--- config.mk ---
export PLATFORM = sky130hd
export DESIGN_NAME = indoor_bike_record_parser
export DESIGN_NICKNAME = d
export VERILOG_FILES = /design/src/hdl/ibrp_pkg.sv /design/src/hdl/ibrp_next_field.sv /design/src/hdl/ibrp_core.sv /design/src/hdl/indoor_bike_record_parser.sv
export SDC_FILE = /design/constraint.sdc
export NUM_CORES = 1
export LEC_CHECK = 0
export BUFFER_PORTS_ARGS = -buffer_cell sky130_fd_sc_hd__buf_2
export CORE_ASPECT_RATIO = 1.2
export CORE_MARGIN = 3
export CORE_UTILIZATION = 50
export CTS_BUF_LIST = sky130_fd_sc_hd__clkbuf_8 sky130_fd_sc_hd__clkbuf_16
export CTS_CLUSTER_SIZE = 24
export DETAILED_ROUTE_END_ITERATION = 12
export GPL_TIMING_DRIVEN = 0
export PLACE_DENSITY = 0.69
export REMOVE_ABC_BUFFERS = 1
export SLEW_MARGIN = 10
export SYNTH_ARGS = -nofsm -noshare
export SYNTH_HDL_FRONTEND = slang
export SYNTH_SLANG_ARGS = --single-unit
--- constraint.sdc ---
create_clock -name clk -period 7.51 [get_ports clk]
set_input_delay 0.751 -clock clk [delete_from_list [all_inputs] [get_ports clk]]
set_output_delay 0.751 -clock clk [all_outputs]
set_load 0.005 [all_outputs]
--- src/hdl/ibrp_pkg.sv ---
// Package for the indoor bike record parser: item types, status codes,
// and the field presence/length tables. No dependencies.
`timescale 1ns / 1ps

package ibrp_pkg;

	localparam int BYTE_W     = 8;
	localparam int FLAGS_W    = 16;                 // flags word as sent
	localparam int FLAG_HI    = 12;                 // highest flag bit in use
	localparam int FLAG_W     = FLAG_HI + 1;        // flag bits kept
	localparam int VALUE_W    = 24;
	localparam int NUM_FIELDS = 15;

	localparam logic [3:0] NO_FIELD = 4'd15;
	localparam logic [1:0] HDR_DONE = 2'd2;

	localparam logic [1:0] ST_FIELD = 2'd0;
	localparam logic [1:0] ST_DONE  = 2'd1;
	localparam logic [1:0] ST_TRUNC = 2'd2;
	localparam logic [1:0] ST_TRAIL = 2'd3;

	typedef struct packed {
		logic [BYTE_W-1:0] byte_in;
		logic              packet_end;
	} rec_item_t;

	typedef struct packed {
		logic [3:0]         field_id;
		logic [VALUE_W-1:0] field_value;
		logic [1:0]         status;
		logic               last_of_packet;
	} fld_item_t;

	// Flag bit that controls each field.
	function automatic logic [3:0] flag_bit_of(input logic [3:0] id);
		logic [3:0] b;
		case (id)
			4'd0, 4'd1, 4'd2, 4'd3, 4'd4, 4'd5, 4'd6, 4'd7, 4'd8: b = id;
			4'd9, 4'd10:                                         b = 4'd8;
			default:                                             b = id - 4'd2;
		endcase
		return b;
	endfunction

	// Field length in bytes.
	function automatic logic [1:0] field_len(input logic [3:0] id);
		logic [1:0] n;
		case (id)
			4'd4:                n = 2'd3;
			4'd10, 4'd11, 4'd12: n = 2'd1;
			default:             n = 2'd2;
		endcase
		return n;
	endfunction

	// A field is present when its flag bit is set; instant speed (field 0) is present when its flag bit is clear.
	function automatic logic field_present(input logic [FLAG_W-1:0] flags,
		input logic [3:0] id);
		logic bitval;
		bitval = flags[flag_bit_of(id)];
		return (id == 4'd0) ? !bitval : bitval;
	endfunction

endpackage

--- src/hdl/ibrp_next_field.sv ---
// Priority encoder: lowest present field at or after a start id.
// Depends on ibrp_pkg.
`timescale 1ns / 1ps

module ibrp_next_field (
	input  logic [ibrp_pkg::FLAG_W-1:0] flags,
	input  logic [3:0]                  start,
	output logic [3:0]                  id,
	output logic                        none
);
	import ibrp_pkg::*;

	always_comb begin
		id   = NO_FIELD;
		none = 1'b1;
		// scan downward so the lowest match wins
		for (int i = NUM_FIELDS - 1; i >= 0; i--) begin
			if (4'(i) >= start && field_present(flags, 4'(i))) begin
				id   = 4'(i);
				none = 1'b0;
			end
		end
	end

endmodule

--- src/hdl/ibrp_core.sv ---
// Parser state and per-byte result logic for the indoor bike record parser.
// Depends on ibrp_pkg and ibrp_next_field.
`timescale 1ns / 1ps

module ibrp_core (
	input  logic                clk,
	input  logic                arst_n,
	input  logic                step,
	input  ibrp_pkg::rec_item_t item,
	output logic                res_valid,
	output ibrp_pkg::fld_item_t res
);
	import ibrp_pkg::*;

	logic [FLAG_W-1:0]  flags_q, flags_n, sel_flags;
	logic [1:0]         hdr_q, hdr_n;
	logic [3:0]         fld_q, fld_n, sel_start, nxt_id;
	logic               nxt_none;
	logic [1:0]         bif_q, bif_n;
	logic [VALUE_W-1:0] acc_q, acc_n;
	logic               done_q, done_n;
	logic               clear;

	assign sel_flags = (hdr_q == HDR_DONE) ? flags_q :
		(hdr_q == 2'd0) ? {{(FLAG_W - BYTE_W){1'b0}}, item.byte_in} :
		{item.byte_in[FLAG_W-BYTE_W-1:0], flags_q[BYTE_W-1:0]};
	assign sel_start = (hdr_q == HDR_DONE) ? fld_q + 4'd1 : 4'd0;

	ibrp_next_field u_next (
		.flags (sel_flags),
		.start (sel_start),
		.id    (nxt_id),
		.none  (nxt_none)
	);

	always_comb begin
		flags_n   = flags_q;
		hdr_n     = hdr_q;
		fld_n     = fld_q;
		bif_n     = bif_q;
		acc_n     = acc_q;
		done_n    = done_q;
		clear     = 1'b0;
		res_valid = 1'b0;
		res       = '0;
		if (step) begin
			if (hdr_q != HDR_DONE) begin
				flags_n = sel_flags;
				hdr_n   = hdr_q + 2'd1;
				if (hdr_n == HDR_DONE) begin
					if (nxt_none) done_n = 1'b1;
					else          fld_n  = nxt_id;
				end
				if (item.packet_end) begin
					res_valid          = 1'b1;
					res.status         = (hdr_n == HDR_DONE && done_n) ? ST_DONE : ST_TRUNC;
					res.last_of_packet = 1'b1;
					clear              = 1'b1;
				end
			end else if (done_q) begin
				// trailing bytes: drop, close on packet end
				if (item.packet_end) begin
					res_valid          = 1'b1;
					res.status         = ST_TRAIL;
					res.last_of_packet = 1'b1;
					clear              = 1'b1;
				end
			end else begin
				case (bif_q)
					2'd0:    acc_n = acc_q | {16'b0, item.byte_in};
					2'd1:    acc_n = acc_q | {8'b0, item.byte_in, 8'b0};
					default: acc_n = acc_q | {item.byte_in, 16'b0};
				endcase
				bif_n = bif_q + 2'd1;
				if (bif_n >= field_len(fld_q)) begin
					res_valid       = 1'b1;
					res.field_id    = fld_q;
					res.field_value = acc_n;
					res.status      = ST_FIELD;
					acc_n           = '0;
					bif_n           = 2'd0;
					if (nxt_none) done_n = 1'b1;
					else          fld_n  = nxt_id;
					if (item.packet_end) begin
						clear              = 1'b1;
						res.last_of_packet = 1'b1;
						// a field still expected: record cut short
						if (!done_n) begin
							res.field_id    = 4'd0;
							res.field_value = '0;
							res.status      = ST_TRUNC;
						end
					end
				end else if (item.packet_end) begin
					res_valid          = 1'b1;
					res.status         = ST_TRUNC;
					res.last_of_packet = 1'b1;
					clear              = 1'b1;
				end
			end
			if (clear) begin
				flags_n = '0;
				hdr_n   = 2'd0;
				fld_n   = 4'd0;
				bif_n   = 2'd0;
				acc_n   = '0;
				done_n  = 1'b0;
			end
		end
	end

	always_ff @(posedge clk or negedge arst_n) begin
		if (!arst_n) begin
			flags_q <= '0;
			hdr_q   <= 2'd0;
			fld_q   <= 4'd0;
			bif_q   <= 2'd0;
			acc_q   <= '0;
			done_q  <= 1'b0;
		end else begin
			flags_q <= flags_n;
			hdr_q   <= hdr_n;
			fld_q   <= fld_n;
			bif_q   <= bif_n;
			acc_q   <= acc_n;
			done_q  <= done_n;
		end
	end

endmodule

--- src/hdl/indoor_bike_record_parser.sv ---
// Indoor bike record parser: one record byte per item, at most one field result per item.
// Each item passes the input register, the parser logic and the result register
// on its way to fld_item.
// Throughput: 1 item per cycle; the parser finishes each byte in one step, and
// rec_stall rises only when both stages hold items and fld_stall is high.
// Reset clears the record state and valid bits; the next byte starts a record.
`timescale 1ns / 1ps

module indoor_bike_record_parser (
	input  logic                clk,
	input  logic                arst_n,
	input  logic                rec_valid,
	output logic                rec_stall,
	input  ibrp_pkg::rec_item_t rec_item,
	output logic                fld_valid,
	input  logic                fld_stall,
	output ibrp_pkg::fld_item_t fld_item
);
	import ibrp_pkg::*;

	rec_item_t item_s1;
	logic      valid_s1;
	fld_item_t item_s2;
	logic      valid_s2;
	logic      advance;
	logic      core_valid;
	fld_item_t core_res;

	// the result register frees when empty or taken this cycle
	assign advance   = !valid_s2 || !fld_stall;
	assign rec_stall = valid_s1 && !advance;

	always_ff @(posedge clk or negedge arst_n) begin
		if (!arst_n) begin
			valid_s1 <= 1'b0;
		end else if (rec_valid && !rec_stall) begin
			valid_s1 <= 1'b1;
		end else if (advance) begin
			valid_s1 <= 1'b0;
		end
	end

	always_ff @(posedge clk) begin
		if (rec_valid && !rec_stall) begin
			item_s1 <= rec_item;
		end
	end

	ibrp_core u_core (
		.clk       (clk),
		.arst_n    (arst_n),
		.step      (valid_s1 && advance),
		.item      (item_s1),
		.res_valid (core_valid),
		.res       (core_res)
	);

	always_ff @(posedge clk or negedge arst_n) begin
		if (!arst_n) begin
			valid_s2 <= 1'b0;
		end else if (advance) begin
			valid_s2 <= valid_s1 && core_valid;
		end
	end

	always_ff @(posedge clk) begin
		if (advance) begin
			item_s2 <= core_res;
		end
	end

	assign fld_valid = valid_s2;
	assign fld_item  = item_s2;

endmodule

==> qor.csv <==
stage,metric,value,unit
outcome,outcome,"complete, no violations",
floorplan,Die X,92.5,um
clock_network,CTS Buffer Depth,2,
timing,Final Cycle Share,0.541,
global_route,GRT Util Overall,0.210,
global_route,total grt overflow,0,
logic_synthesis,Ys Warns,0,
drt,met3 WL,603,um
drt,DRT iter0 DRCs,215,
place,port buffer count,45,
floorplan,FP Rows,37,
setup_path,CP max FO,33,
global_route,first-pass GRT wire length,16.2,mm
drt,vias per cell,5.89,
power_and_ir_drop,Cell Pwr Density,344,nW/um2
timing,Fin Clk Skew,10.3,ps
timing,Least-Margin Pin Slew,1160,ps
logic_synthesis,synthesized area,4490,um2
setup_path,CP arrival,4300,ps
timing,max_slew headroom,0.226,
layout,most common library cell in the layout ignoring fill and taps,a21oi_1,
timing,Fin Hold WS,395,ps
timing,RSZ-0062 raised after global routing,no,
clock_network,post-CTS sizing,0,
timing,Slew Limit Fails,0,
run,max-cap violations,0,
clock_network,root buf cell,clkbuf_8,
logic_synthesis,"EDFF count, synth",40,
logic_synthesis,post-synthesis cell type count,59,
setup_path,Worst Setup End Kind,flip-flop,
clock_network,Num Clock Sinks,88,
place,detailed placer's ending HPWL,6.62,mm
drt,M1 WL,4.38,mm
floorplan,die height,110,um
logic_synthesis,Synth Flop Type,dfrtp_1,
global_route,antenna violations before repair,0,
drt,met2 WL,4.76,mm
timing,"Hold Vio Cnt, Final",0,
global_route,largest net degree at the start of global routing,49,
clock_network,postcts setup bufs,0,
layout,Area Overhead vs Synth,9.28,%
layout,layout cell share with drive strength beyond 1,0.211,
drt,DR WL/cell,17.2,um
drt,First-pass DRT Iterations,5,
logic_synthesis,"Seq/Total Area, Yosys",0.535,
timing,maximum clock frequency,246,MHz
logic_synthesis,Post-Syn Area per Cell,10.5,um2
power_and_ir_drop,Peak VDD IR,174,uV
clock_network,H-tree levels,3,
clock_network,CTS tree,built,
floorplan,IO Pins,46,
drt,Residual DRC,0,
layout,most frequent cells in the layout,"a21oi_1 (53), dfrtp_1 (48), buf_2 (44), nor2_1 (43), edfxtp_1 (40)",
drt,final WL,9.95,mm
timing,min cycle time layout,4060,ps
setup_path,Worst Path Required,7750,ps
worst_hold_path,Hold WC Path Type,input pin to asynchronous set/reset pin,
drt,max layer used,met4,
layout,fin cells,577,
clock_network,Post-CTS Hold Buffers,0,
floorplan,initial core utilization,0.518,
power_and_ir_drop,P_leak,2.06,nW
clock_network,clock slew seen by the registers of the worst setup and hold paths,90,ps
drt,antenna-violating nets left,0,
setup_path,Startpoint Class,flip-flop,
timing,# setup viols final,0,
layout,Antenna Cells,0,
clock_network,Clock Latency Late Sink,370,ps
clock_network,TritonCTS Buffers,9,
timing,TNS Setup,0,ps
setup_path,Worst Setup Path Type,flip-flop to flip-flop,
global_route,vias in the first global route,3156,
place,gpl congestion,0.937,
layout,final net count,478,
logic_synthesis,Syn Inst Count,429,
place,Placed Cells,561,
power_and_ir_drop,total power,0.00169,W
floorplan,die area,10200,um2
drt,DR vias,3397,
logic_synthesis,Synth Register Bits,88,
logic_synthesis,Async SR Flop Fraction,0.545,
floorplan,core area,8660,um2
-- sequential cells by signal (all words and copies together) (netlist names), 2 cells and up --
name,cells
u_core.flags_q,13
fld_item,31
u_core.fld_q,4
u_core.hdr_q,2
u_core.acc_q,24
u_core.bif_q,2
item_s1,9
-- where the power goes --
part | internal (W) | switching, W | total (W)
clock | 0.000151 | 0.000173 | 0.000324
combinational | 0.000251 | 0.000444 | 0.000696
sequential | 0.000588 | 0.0000817 | 0.000670
total | 0.000991 | 0.000699 | 0.00169
-- through the flow --
step / worst slack (ps) / instance area (um2) / utilization
global route: 3170 / 4900 / 0.567
global placement: 3060 / 4680 / 0.541
CTS: 3450 / 4900 / 0.566
detailed placement: 3470 / 4710 / 0.544
floorplan: 3860 / 4310 / -
finish: 3450 / 4900 / 0.567
-- layer usage --
layer	vias to the layer above	global-route usage
met4	0	0.0817
met1	1659	0.273
li1	1599	-
met2	123	0.342
met5	-	0
met3	16	0.0493
-- cells in the mapped netlist, types with 2 or more instances --
cell | n | area (um2)
a211oi_1 | 2 | 15.0
a21o_1 | 2 | 15.0
a21oi_1 | 53 | 265
a221oi_1 | 2 | 17.5
a22o_1 | 7 | 61.3
a22oi_1 | 11 | 82.6
a31oi_1 | 5 | 31.3
a32o_1 | 2 | 20.0
a32oi_1 | 2 | 17.5
and2_1 | 4 | 25.0
and3_1 | 2 | 12.5
buf_2 | 3 | 15.0
buf_4 | 4 | 30.0
buf_6 | 3 | 33.8
clkbuf_1 | 19 | 71.3
dfrtp_1 | 48 | 1200
edfxtp_1 | 40 | 1200
ha_1 | 10 | 125
inv_1 | 13 | 48.8
mux2_2 | 3 | 33.8
mux2i_1 | 5 | 50.1
nand2_1 | 33 | 124
nand2b_1 | 11 | 68.8
nand3_1 | 5 | 25.0
nand3_2 | 2 | 20.0
nor2_1 | 44 | 165
nor2_2 | 13 | 81.3
nor2_4 | 9 | 101
nor2b_1 | 2 | 12.5
nor3_1 | 4 | 20.0
o211ai_1 | 4 | 30.0
o21ai_0 | 26 | 130
o21ai_1 | 2 | 10.0
o22ai_1 | 3 | 18.8
o31ai_1 | 6 | 45.0
xnor2_1 | 2 | 17.5
-- area by class of cell --
| cell class | instances | area, um2 |
|---|---|---|
| fillers | 784 | 3750 |
| inverters | 13 | 48.8 |
| well taps | 117 | 146 |
| flip-flops and latches | 88 | 2400 |
| repair buffers | 46 | 248 |
| clock buffers | 9 | 124 |
| clock inverters | 7 | 63.8 |
| multi-input cells | 297 | 1870 |
-- path summary, 6_finish.rpt --
| check | slack, ps | cells past startpoint | endpoint | startpoint |
|---|---|---|---|---|
| setup reg to reg | 3450 | 10 | fld_item[12]$_SDFFCE_PP0N_ | u_core.hdr_q[0]$_DFFE_PN0P_ |
| hold / removal | 400 | 1 | u_core.flags_q[0]$_DFFE_PN0P_ | arst_n |
| min in group clk | 490 | 2 | u_core.flags_q[10]$_DFFE_PN0P_ | u_core.flags_q[10]$_DFFE_PN0P_ |
| max in group asynchronous | 6700 | 1 | u_core.bif_q[1]$_DFFE_PN0P_ | arst_n |
| hold reg to reg | 490 | 2 | u_core.flags_q[10]$_DFFE_PN0P_ | u_core.flags_q[10]$_DFFE_PN0P_ |
| setup / recovery | 3450 | 10 | fld_item[12]$_SDFFCE_PP0N_ | u_core.hdr_q[0]$_DFFE_PN0P_ |
-- critical path, cell delays in order (launching register included) --
cell,delay [ps]
dfrtp_1,420
inv_1,90
ha_1,930
nand2b_1,520
mux2i_1,320
nand4_1,180
o21ai_1,310
nand3_2,200
a2111o_2,610
buf_12,210
nor2_1,120
-- cell families after synthesis --
logic type                 Yosys count  synth area share
AOI/OAI and AO/OA                  138             0.197
DFF                                 88             0.535
adders and majority gates           10            0.0279
and+or+nand+nor                    136             0.159
xor gates and xnor gates             4           0.00948
buffers and inverters               44            0.0499
muxes                                9            0.0217
Power figures use the tool's default switching activity.
